## config.mk

```make
export PLATFORM = sky130hd
export DESIGN_NAME = crc64_combine_top
export DESIGN_NICKNAME = d
export VERILOG_FILES = /design/src/rtl/core/crc64c_pkg.sv /design/src/rtl/core/crc64c_datapath.sv /design/src/rtl/core/crc64c_ctrl.sv /design/src/rtl/core/crc64_combine_top.sv
export SDC_FILE = /design/constraint.sdc
export NUM_CORES = 2
export LEC_CHECK = 0
export BUFFER_PORTS_ARGS = -buffer_cell sky130_fd_sc_hd__buf_2
export CAP_MARGIN = 10
export CORE_MARGIN = 2
export CORE_UTILIZATION = 40
export CTS_BUF_LIST = sky130_fd_sc_hd__clkbuf_16
export CTS_CLUSTER_SIZE = 16
export DETAILED_ROUTE_END_ITERATION = 7
export SYNTH_ARGS = -nofsm -noshare
export SYNTH_HDL_FRONTEND = slang
export SYNTH_SLANG_ARGS = --single-unit
```

## constraint.sdc

```tcl
create_clock -name clk_i -period 15.7 [get_ports clk_i]
set_clock_uncertainty 0.1 [all_clocks]
set_input_delay 3.14 -clock clk_i [delete_from_list [all_inputs] [get_ports clk_i]]
set_output_delay 3.14 -clock clk_i [all_outputs]
set_load 0.05 [all_outputs]
```

## src/rtl/core/crc64c_pkg.sv

```systemverilog
// ============================================================================
// crc64c_pkg
// Shared types and constants for the CRC-64 combine block.
// ============================================================================
package crc64c_pkg;

  localparam int unsigned CRC_W   = 64;
  localparam int unsigned LANE_W  = 8;   // multiplier bits consumed per cycle
  localparam int unsigned CNT_W   = $clog2(CRC_W / LANE_W);

  localparam logic [CRC_W-1:0] POLY_XZ   = 64'hC96C_5795_D787_0F42;
  localparam logic [CRC_W-1:0] POLY_NVME = 64'h9A6C_9329_AC4B_C9B5;

  // x^8 in reflected form (x^0 sits at the MSB)
  localparam logic [CRC_W-1:0] X8_REFL   = 64'h0080_0000_0000_0000;

  typedef enum logic [1:0] {
    ST_IDLE,
    ST_CHECK,
    ST_MUL
  } ctrl_state_e;

  typedef struct packed {
    logic load;
    logic start;
    logic step;
    logic commit;
    logic push;
  } dp_cmd_t;

  typedef struct packed {
    logic len_zero;
  } dp_status_t;

endpackage

```

## src/rtl/core/crc64c_datapath.sv

```systemverilog
// ============================================================================
// crc64c_datapath
// Operand registers and a pair of digit-serial GF(2) modular multipliers.
// Per length bit: s = s*s and c = c*s if set; mod P, eight bits a cycle.
// ============================================================================
module crc64c_datapath (
  input  logic                            clk_i,
  input  logic                            variant_i,
  input  crc64c_pkg::dp_cmd_t             cmd_i,
  output crc64c_pkg::dp_status_t          status_o,
  input  logic [crc64c_pkg::CRC_W-1:0]    first_crc_i,
  input  logic [crc64c_pkg::CRC_W-1:0]    second_crc_i,
  input  logic [crc64c_pkg::CRC_W-1:0]    second_length_i,
  output logic [crc64c_pkg::CRC_W-1:0]    combined_crc_o
);
  import crc64c_pkg::*;

  logic [CRC_W-1:0] poly_q;
  logic [CRC_W-1:0] c_q, c2_q, len_q, s_q;
  logic [CRC_W-1:0] a_q, pc_q, ps_q, bc_q, bs_q;
  logic [CRC_W-1:0] pc_d, ps_d, bc_d, bs_d;
  logic [CRC_W-1:0] result_q;

  // multiply by x in reflected form
  function automatic logic [CRC_W-1:0] mul_x(input logic [CRC_W-1:0] v,
                                             input logic [CRC_W-1:0] poly);
    mul_x = (v >> 1) ^ (v[0] ? poly : '0);
  endfunction

  always_comb begin
    pc_d = pc_q;
    ps_d = ps_q;
    bc_d = bc_q;
    bs_d = bs_q;
    for (int j = 0; j < LANE_W; j++) begin
      if (a_q[CRC_W-1-j]) begin
        pc_d = pc_d ^ bc_d;
        ps_d = ps_d ^ bs_d;
      end
      bc_d = mul_x(bc_d, poly_q);
      bs_d = mul_x(bs_d, poly_q);
    end
  end

  always_ff @(posedge clk_i) begin
    if (cmd_i.load) begin
      c_q    <= first_crc_i;
      c2_q   <= (second_length_i == '0) ? '0 : second_crc_i;
      len_q  <= second_length_i;
      s_q    <= X8_REFL;
      poly_q <= variant_i ? POLY_NVME : POLY_XZ;
    end
    if (cmd_i.start) begin
      a_q  <= s_q;
      pc_q <= '0;
      ps_q <= '0;
      bc_q <= c_q;
      bs_q <= s_q;
    end
    if (cmd_i.step) begin
      a_q  <= a_q << LANE_W;
      pc_q <= pc_d;
      ps_q <= ps_d;
      bc_q <= bc_d;
      bs_q <= bs_d;
    end
    if (cmd_i.commit) begin
      if (len_q[0]) begin
        c_q <= pc_d;
      end
      s_q   <= ps_d;
      len_q <= len_q >> 1;
    end
    if (cmd_i.push) begin
      result_q <= c_q ^ c2_q;
    end
  end

  assign status_o.len_zero = (len_q == '0);
  assign combined_crc_o    = result_q;

endmodule

```

## src/rtl/core/crc64c_ctrl.sv

```systemverilog
// ============================================================================
// crc64c_ctrl
// Sequencer for the combine: walks the length bits, runs the multiply steps
// for each bit and hands the result to the output register.
// ============================================================================
module crc64c_ctrl (
  input  logic                   clk_i,
  input  logic                   rst_ni,
  input  logic                   in_valid_i,
  output logic                   in_stall_o,
  output logic                   out_valid_o,
  input  logic                   out_stall_i,
  output crc64c_pkg::dp_cmd_t    cmd_o,
  input  crc64c_pkg::dp_status_t status_i
);
  import crc64c_pkg::*;

  ctrl_state_e      state_q, state_d;
  logic [CNT_W-1:0] cnt_q, cnt_d;
  logic             out_valid_q, out_valid_d;
  logic             out_free;
  logic             last_cnt;

  assign out_free = !out_valid_q || !out_stall_i;
  assign last_cnt = (cnt_q == CNT_W'(CRC_W / LANE_W - 1));

  always_comb begin
    state_d = state_q;
    unique case (state_q)
      ST_IDLE: begin
        if (in_valid_i) state_d = ST_CHECK;
      end
      ST_CHECK: begin
        if (!status_i.len_zero) begin
          state_d = ST_MUL;
        end else if (out_free) begin
          state_d = ST_IDLE;
        end
      end
      ST_MUL: begin
        if (last_cnt) state_d = ST_CHECK;
      end
      default: state_d = ST_IDLE;
    endcase
  end

  always_comb begin
    cmd_o      = '0;
    in_stall_o = 1'b1;
    unique case (state_q)
      ST_IDLE: begin
        in_stall_o = 1'b0;
        cmd_o.load = in_valid_i;
      end
      ST_CHECK: begin
        cmd_o.start = !status_i.len_zero;
        cmd_o.push  = status_i.len_zero && out_free;
      end
      ST_MUL: begin
        cmd_o.step   = 1'b1;
        cmd_o.commit = last_cnt;
      end
      default: ;
    endcase
  end

  always_comb begin
    cnt_d = (state_q == ST_MUL) ? cnt_q + 1'b1 : '0;
    out_valid_d = out_valid_q;
    if (cmd_o.push) begin
      out_valid_d = 1'b1;
    end else if (!out_stall_i) begin
      out_valid_d = 1'b0;
    end
  end

  always_ff @(posedge clk_i or negedge rst_ni) begin
    if (!rst_ni) begin
      state_q     <= ST_IDLE;
      cnt_q       <= '0;
      out_valid_q <= 1'b0;
    end else begin
      state_q     <= state_d;
      cnt_q       <= cnt_d;
      out_valid_q <= out_valid_d;
    end
  end

  assign out_valid_o = out_valid_q;

endmodule

```

## src/rtl/core/crc64_combine_top.sv

```systemverilog
// ============================================================================
// crc64_combine_top
// CRC-64 combine: CRC(A||B) from CRC(A), CRC(B) and the byte length of B.
// ============================================================================
// Input channel: in_valid_i / in_stall_o carry one word of first_crc_i,
// second_crc_i and second_length_i. Output channel: out_valid_o /
// out_stall_i carry combined_crc_o. A word moves on a clock edge with valid
// high and stall low.
// cfg_we_i writes cfg_wdata_i into the polynomial select (0 = XZ, 1 = NVME);
// the choice is sampled when an input word is taken.
// One word is processed at a time. Each length bit up to the highest set
// bit costs one check and a run of multiply steps, in which two
// digit-serial GF(2) mod-P multipliers consume 8 operand bits a cycle.
// out_valid_o rises once a check finds the length exhausted and the
// output register is free. A zero length is pushed from the first check
// and returns first_crc_i. A new input word is taken only once the
// sequencer is back in idle.
// The result sits in an output register, so a new input word is taken while
// the previous result waits on out_stall_i; the next result is held back in
// the controller until that register frees.
// Reset clears the sequencer, the output valid and the select (XZ).
// ============================================================================
module crc64_combine_top (
  input  logic                          clk_i,
  input  logic                          rst_ni,
  input  logic                          cfg_we_i,
  input  logic                          cfg_wdata_i,
  input  logic                          in_valid_i,
  output logic                          in_stall_o,
  input  logic [crc64c_pkg::CRC_W-1:0]  first_crc_i,
  input  logic [crc64c_pkg::CRC_W-1:0]  second_crc_i,
  input  logic [crc64c_pkg::CRC_W-1:0]  second_length_i,
  output logic                          out_valid_o,
  input  logic                          out_stall_i,
  output logic [crc64c_pkg::CRC_W-1:0]  combined_crc_o
);
  import crc64c_pkg::*;

  logic       variant_q;
  dp_cmd_t    cmd;
  dp_status_t status;

  always_ff @(posedge clk_i or negedge rst_ni) begin
    if (!rst_ni) begin
      variant_q <= 1'b0;
    end else if (cfg_we_i) begin
      variant_q <= cfg_wdata_i;
    end
  end

  crc64c_ctrl u_ctrl (
    .clk_i       (clk_i),
    .rst_ni      (rst_ni),
    .in_valid_i  (in_valid_i),
    .in_stall_o  (in_stall_o),
    .out_valid_o (out_valid_o),
    .out_stall_i (out_stall_i),
    .cmd_o       (cmd),
    .status_i    (status)
  );

  crc64c_datapath u_datapath (
    .clk_i           (clk_i),
    .variant_i       (variant_q),
    .cmd_i           (cmd),
    .status_o        (status),
    .first_crc_i     (first_crc_i),
    .second_crc_i    (second_crc_i),
    .second_length_i (second_length_i),
    .combined_crc_o  (combined_crc_o)
  );

endmodule
```

* Word-level counts from Yosys, hierarchy flattened *
Cells that the tools add are included.

storage, ports and cells
  register bits after elaboration = 711
  input bits = 198
  word-level logic and storage cells = 131

operators by class
  add/subtract/negate cells = 1
  equality and inequality tests = 7
  mux-type cells = 62
  bitwise logic cells = 33
  reduce and logical (&&, ||, !) cells = 11

operator list
  operator             count
  $mux 64              46
  $xor 64x64->64       17
  $xor 63x64->64       16
  $mux 63              3
  $logic_not 64->1     2
  $mux 2               5
  $mux 1               6
  $pmux 2 s3           1
  $ne 2x1->1 const B   2
  $reduce_bool 2->1    2
  $add 3x1->3 const B  1
  $eq 3x3->1 const B   1
  $logic_not 1->1      3
  $mux 3               1
  $ne 3x3->1 const B   1
  $reduce_and 3->1     1
  $eq 2x1->1 const B   1
  $eq 2x2->1 const B   1
  $logic_not 2->1      1
  $ne 2x2->1 const B   1
  $logic_and 1x1->1    1
  $logic_or 1x1->1     1

* Depth between registers and ports, before layout *
  depth in word-level cells = 18
  mapped depth = 16
  mapped depth without buffers = 10

* By module *
From an unflattened synthesis, not the netlist that was laid out.

unflattened totals
  cells, all modules = 5233
  area, all modules = 51373.0 um^2

modules (own cells, without submodules)
  module             times used  cells each  area each (um^2)
  crc64c_datapath    1           5202        51027.7
  crc64c_ctrl        1           29          305.3
  crc64_combine_top  1           2           40.0

* Worst setup path after synthesis *
No wires, ideal clock.

  path type = input to register
  from = in in_valid_i
  to = reg u_ctrl.state_q[0]
  data arrival time = 12.837 ns
  path slack = 2.628 ns
  stages = 3
  cell sequence = inv_1 -> o21ai_0 -> o21bai_1

on the way
  word-level cells in the longest chain between the ends = 2

RTL lines
  element                     RTL line                 source
  start, declared             crc64_combine_top.sv:28  input logic in_valid_i,
  $ne 2x2->1 (no line)        -
  $reduce_and 3->1 (no line)  -
  end signal, assigned        crc64c_ctrl.sv:83        state_q <= state_d;
  end, declared               crc64c_ctrl.sv:18        ctrl_state_e state_q, state_d;

Every way passes these cells.
A chain may end at the register's enable or synchronous reset.

==> results.md <==
- Status: finished clean
- Total global routing overflow: 0
- Largest area contributor in the netlist: edfxtp_1
- Sequential share of the synthesized area: 36.6%
- Period utilization: 39.2%
- GRT Overall Usage: 27.1%
- Initial Util: 40.2%
- Syn Std Cell Area: 51,200 sq um
- #FFs+latches synth: 649
- Site Rows: 131
- Routed vias/inst: 5.50
- Syn nets: 5,671
- Mapped Cells: 5,471
- Sw Ratio: 21.8%
- Ratio of cells with drive above 1 in the final layout: 11.2%
- Slowest Stage Delay on Critical Path: 900 ps
- Largest cells by area after synthesis: edfxtp_1 (33%), xnor2_1 (21%), nand2_1 (9.8%), xor2_1 (7.8%), xnor3_1 (5.4%)
- Relative slew slack: 13.2%
- Place WS: 9360 ps
- CTS tree: built
- Worst Path Buf+Inv: 3
- Startpoint types: flop
- Max_cap viols: 0
- Leakage Power: 20.4 nW
- Most used cell, CP: buf_4
- Fin. max-slew vios: 0
- TritonCTS Buffers: 81
- Mapped Avg Cell Area: 9.36 sq um
- Detailed Route Iter0 Violations: 4,759
- Number of global-route vias before repair: 37,818
- Pwr Density: 67.7 nW/um^2
- Worst Tran Pin Value: 1300 ps
- Endpoint class of the critical path: flop
- Part of the power in registers: 48.4%
- Worst Setup Path Type: flop to flop
- Clock-pin slew on the worst setup and hold paths: 60 ps
- # nets final: 5,746
- Die Ht: 362 um
- Core Area: 127,000 sq um
- TritonRoute pass-1 iters: 6
- Wirelength per Cell: 24.9 um
- Worst path cell trace: buf_4 > nand2b_1 > a32oi_4 > xnor2_1 > buf_4 > xnor3_2 > and2_4 > o21ai_4 > xnor2_2 > buf_4 > nand2b_1 > xor3_1 > o21ai_1
- Ys async rst share: 1.08%
- Critical Path Fanout Max: 70
- CTS H-tree depth: 3
- Sink Count: 649
- Final hold viol count: 0
- Worst Setup Slack, final: 9550 ps
- Ports: 264
- Clock root buffer: clkbuf_16
- Clk Latency, worst-skew pair: 710 ps
- Critical path arrival: 6590 ps
- Most frequent cells in the layout: nand2_1 (1,331), xnor2_1 (1,220), edfxtp_1 (569)
- Top FF cell, synth: edfxtp_1
- Setup TNS Final: 0 ps
- CTS resizes: 0
- CP top delay family: compound AO/OA/AOI/OAI gates
- Fillers: 12,289
- DRC errors left: 0
- Max Buffers Root-to-Sink: 3
- Fin crit period: 6150 ps
- Final core occ: 44.5%
- Non-Filler Instances: 7,277
- Sw power: 0.835 mW
- Post-synth top area share: 33.4%
- Comb pwr share: 1.2%
- Number of synthesized flops with an enable pin: 569
- Commonest non-fill, non-tap cell in the layout: nand2_1
- Hpwl dp: 120 mm
- Setup bufs post-CTS: 0
- Antenna Nets Post-Route: 0
- Die X: 362 um
- Max frequency: 0.163 GHz
- WL final: 181 mm
- Type of the most critical hold path: flop to flop
- Synth warn: 0
- First-pass GRT wire length: 263 mm
- Cell Int Power: 3.00 mW
- Hold WS: 328 ps
- Unrepaired setup endpoints after global routing: false
- DP Cell Count: 7,125
- # hold bufs at CTS: 0
- Port Buf Inserts: 263
- Initial antenna violation count: 4
- Worst IR Drop VDD: 0.0825 mV
- Ant diodes: 0
- GPL Wtd Cong: 0.966
- Area Overhead vs Synth: 10.6%
- Vias: 40,054
- Unique masters post-synth: 97
- Final setup violation count: 0
- Clock power frac: 50.4%
- Largest net degree at the start of global routing: 151
- WP data required: 16,140 ps
- Die ar.: 131,000 sq um
- CP max-delay cell: edfxtp_1
## per-stage QoR
stage          total power [mW]  cell area, sq um
6_report                   3.83             56600
5_1_grt                    3.94             56600
4_1_cts                    3.87             56600
3_5_place_dp               1.94             53900
3_3_place_gp               1.94             53900
2_1_floorplan              1.90             51200
## path summary, 6_finish.rpt
path	start	end	slack (ps)	depth (start not counted)
max	u_datapath.poly_q[56]	u_datapath.bc_q[39]	9550	13
min	u_ctrl.cnt_q[0]	u_ctrl.cnt_q[0]	330	1
max reg2reg	u_datapath.poly_q[56]	u_datapath.bc_q[39]	9550	13
min reg2reg	u_ctrl.cnt_q[0]	u_ctrl.cnt_q[0]	330	1
max in group asynchronous	rst_ni	u_ctrl.cnt_q[2]	13180	1
min in group asynchronous	rst_ni	u_ctrl.state_q[1]	2160	1
## final cells by class
cell class              instances  area [sq um]  area share [%]
multi-input cells            4445         31000            54.7
flip-flops and latches        649         18700            33.1
well taps                    1662          2080            3.67
clock buffers                  83          2080            3.67
repair buffers                349          2050            3.62
clock inverters                69           637            1.12
inverters                      20          75.1           0.133
## power by group through the flow
stage | clock, mW | sequential [mW] | combinational [mW]
2_1_floorplan | 0 | 1.89 | 0.0126
3_3_place_gp | 0 | 1.89 | 0.0447
3_5_place_dp | 0 | 1.89 | 0.0451
4_1_cts | 1.97 | 1.85 | 0.0453
5_1_grt | 2.03 | 1.85 | 0.0503
6_report | 1.93 | 1.85 | 0.0449
## worst reg2reg max path, cell delays in order, from the launching register on
cell and delay [ps]:
edfxtp_1 900, buf_4 720, nand2b_1 260, a32oi_4 530, xnor2_1 180, buf_4 240
xnor3_2 480, and2_4 290, o21ai_4 870, xnor2_2 190, buf_4 310, nand2b_1 490
xor3_1 300, o21ai_1 140
## synthesized netlist by cell type, types with 57 or more instances
| master | instances |
|---|---|
| nand2_1 | 1334 |
| xnor2_1 | 1222 |
| edfxtp_1 | 569 |
| xor2_1 | 454 |
| nor2_1 | 375 |
| clkbuf_1 | 213 |
| o21ai_0 | 191 |
| xnor3_1 | 123 |
| nor2b_1 | 95 |
| dfxtp_1 | 73 |
| a21oi_1 | 68 |
| buf_2 | 66 |
| a22o_1 | 58 |
| mux2_2 | 58 |
| buf_1 | 57 |
## sequential cells by signal, summed over array words and instances (netlist names)
register and cells:
u_datapath.c_q 64, u_ctrl.state_q 2, u_datapath.bc_q 64, u_datapath.pc_q 64
u_datapath.a_q 64, variant_q 1, u_datapath.len_q 64, u_ctrl.cnt_q 3
u_ctrl.out_valid_o 1, u_datapath.s_q 64, u_datapath.ps_q 64, u_datapath.c2_q 64
u_datapath.poly_q 2, u_datapath.combined_crc_o 64, u_datapath.bs_q 64
## routing by layer
metal | routed length [um] | up-vias | global-route usage, % | share of wire, %
met5 | 21 | - | 0 | 0.012
met4 | 6190 | 4 | 9.49 | 3.4
met3 | 18100 | 297 | 5.11 | 10
met2 | 78400 | 2168 | 40.6 | 43
met1 | 78400 | 19544 | 39.0 | 43
li1 | - | 18041 | - | -
## logic make-up (layout without fill, tap and decap cells)
group | after synthesis | after routing | share of synthesized area, %
buffers and inverters | 377 | 521 | 3.10
DFF | 649 | 649 | 36.6
and+or+nand+nor | 2035 | 2035 | 16.6
xor gates and xnor gates | 1830 | 1830 | 35.3
adders and majority gates | 2 | 2 | 0.0489
muxes | 114 | 114 | 2.46
AOI/OAI and AO/OA | 464 | 464 | 5.92
No activity file was read; power rests on OpenSTA's default activity.
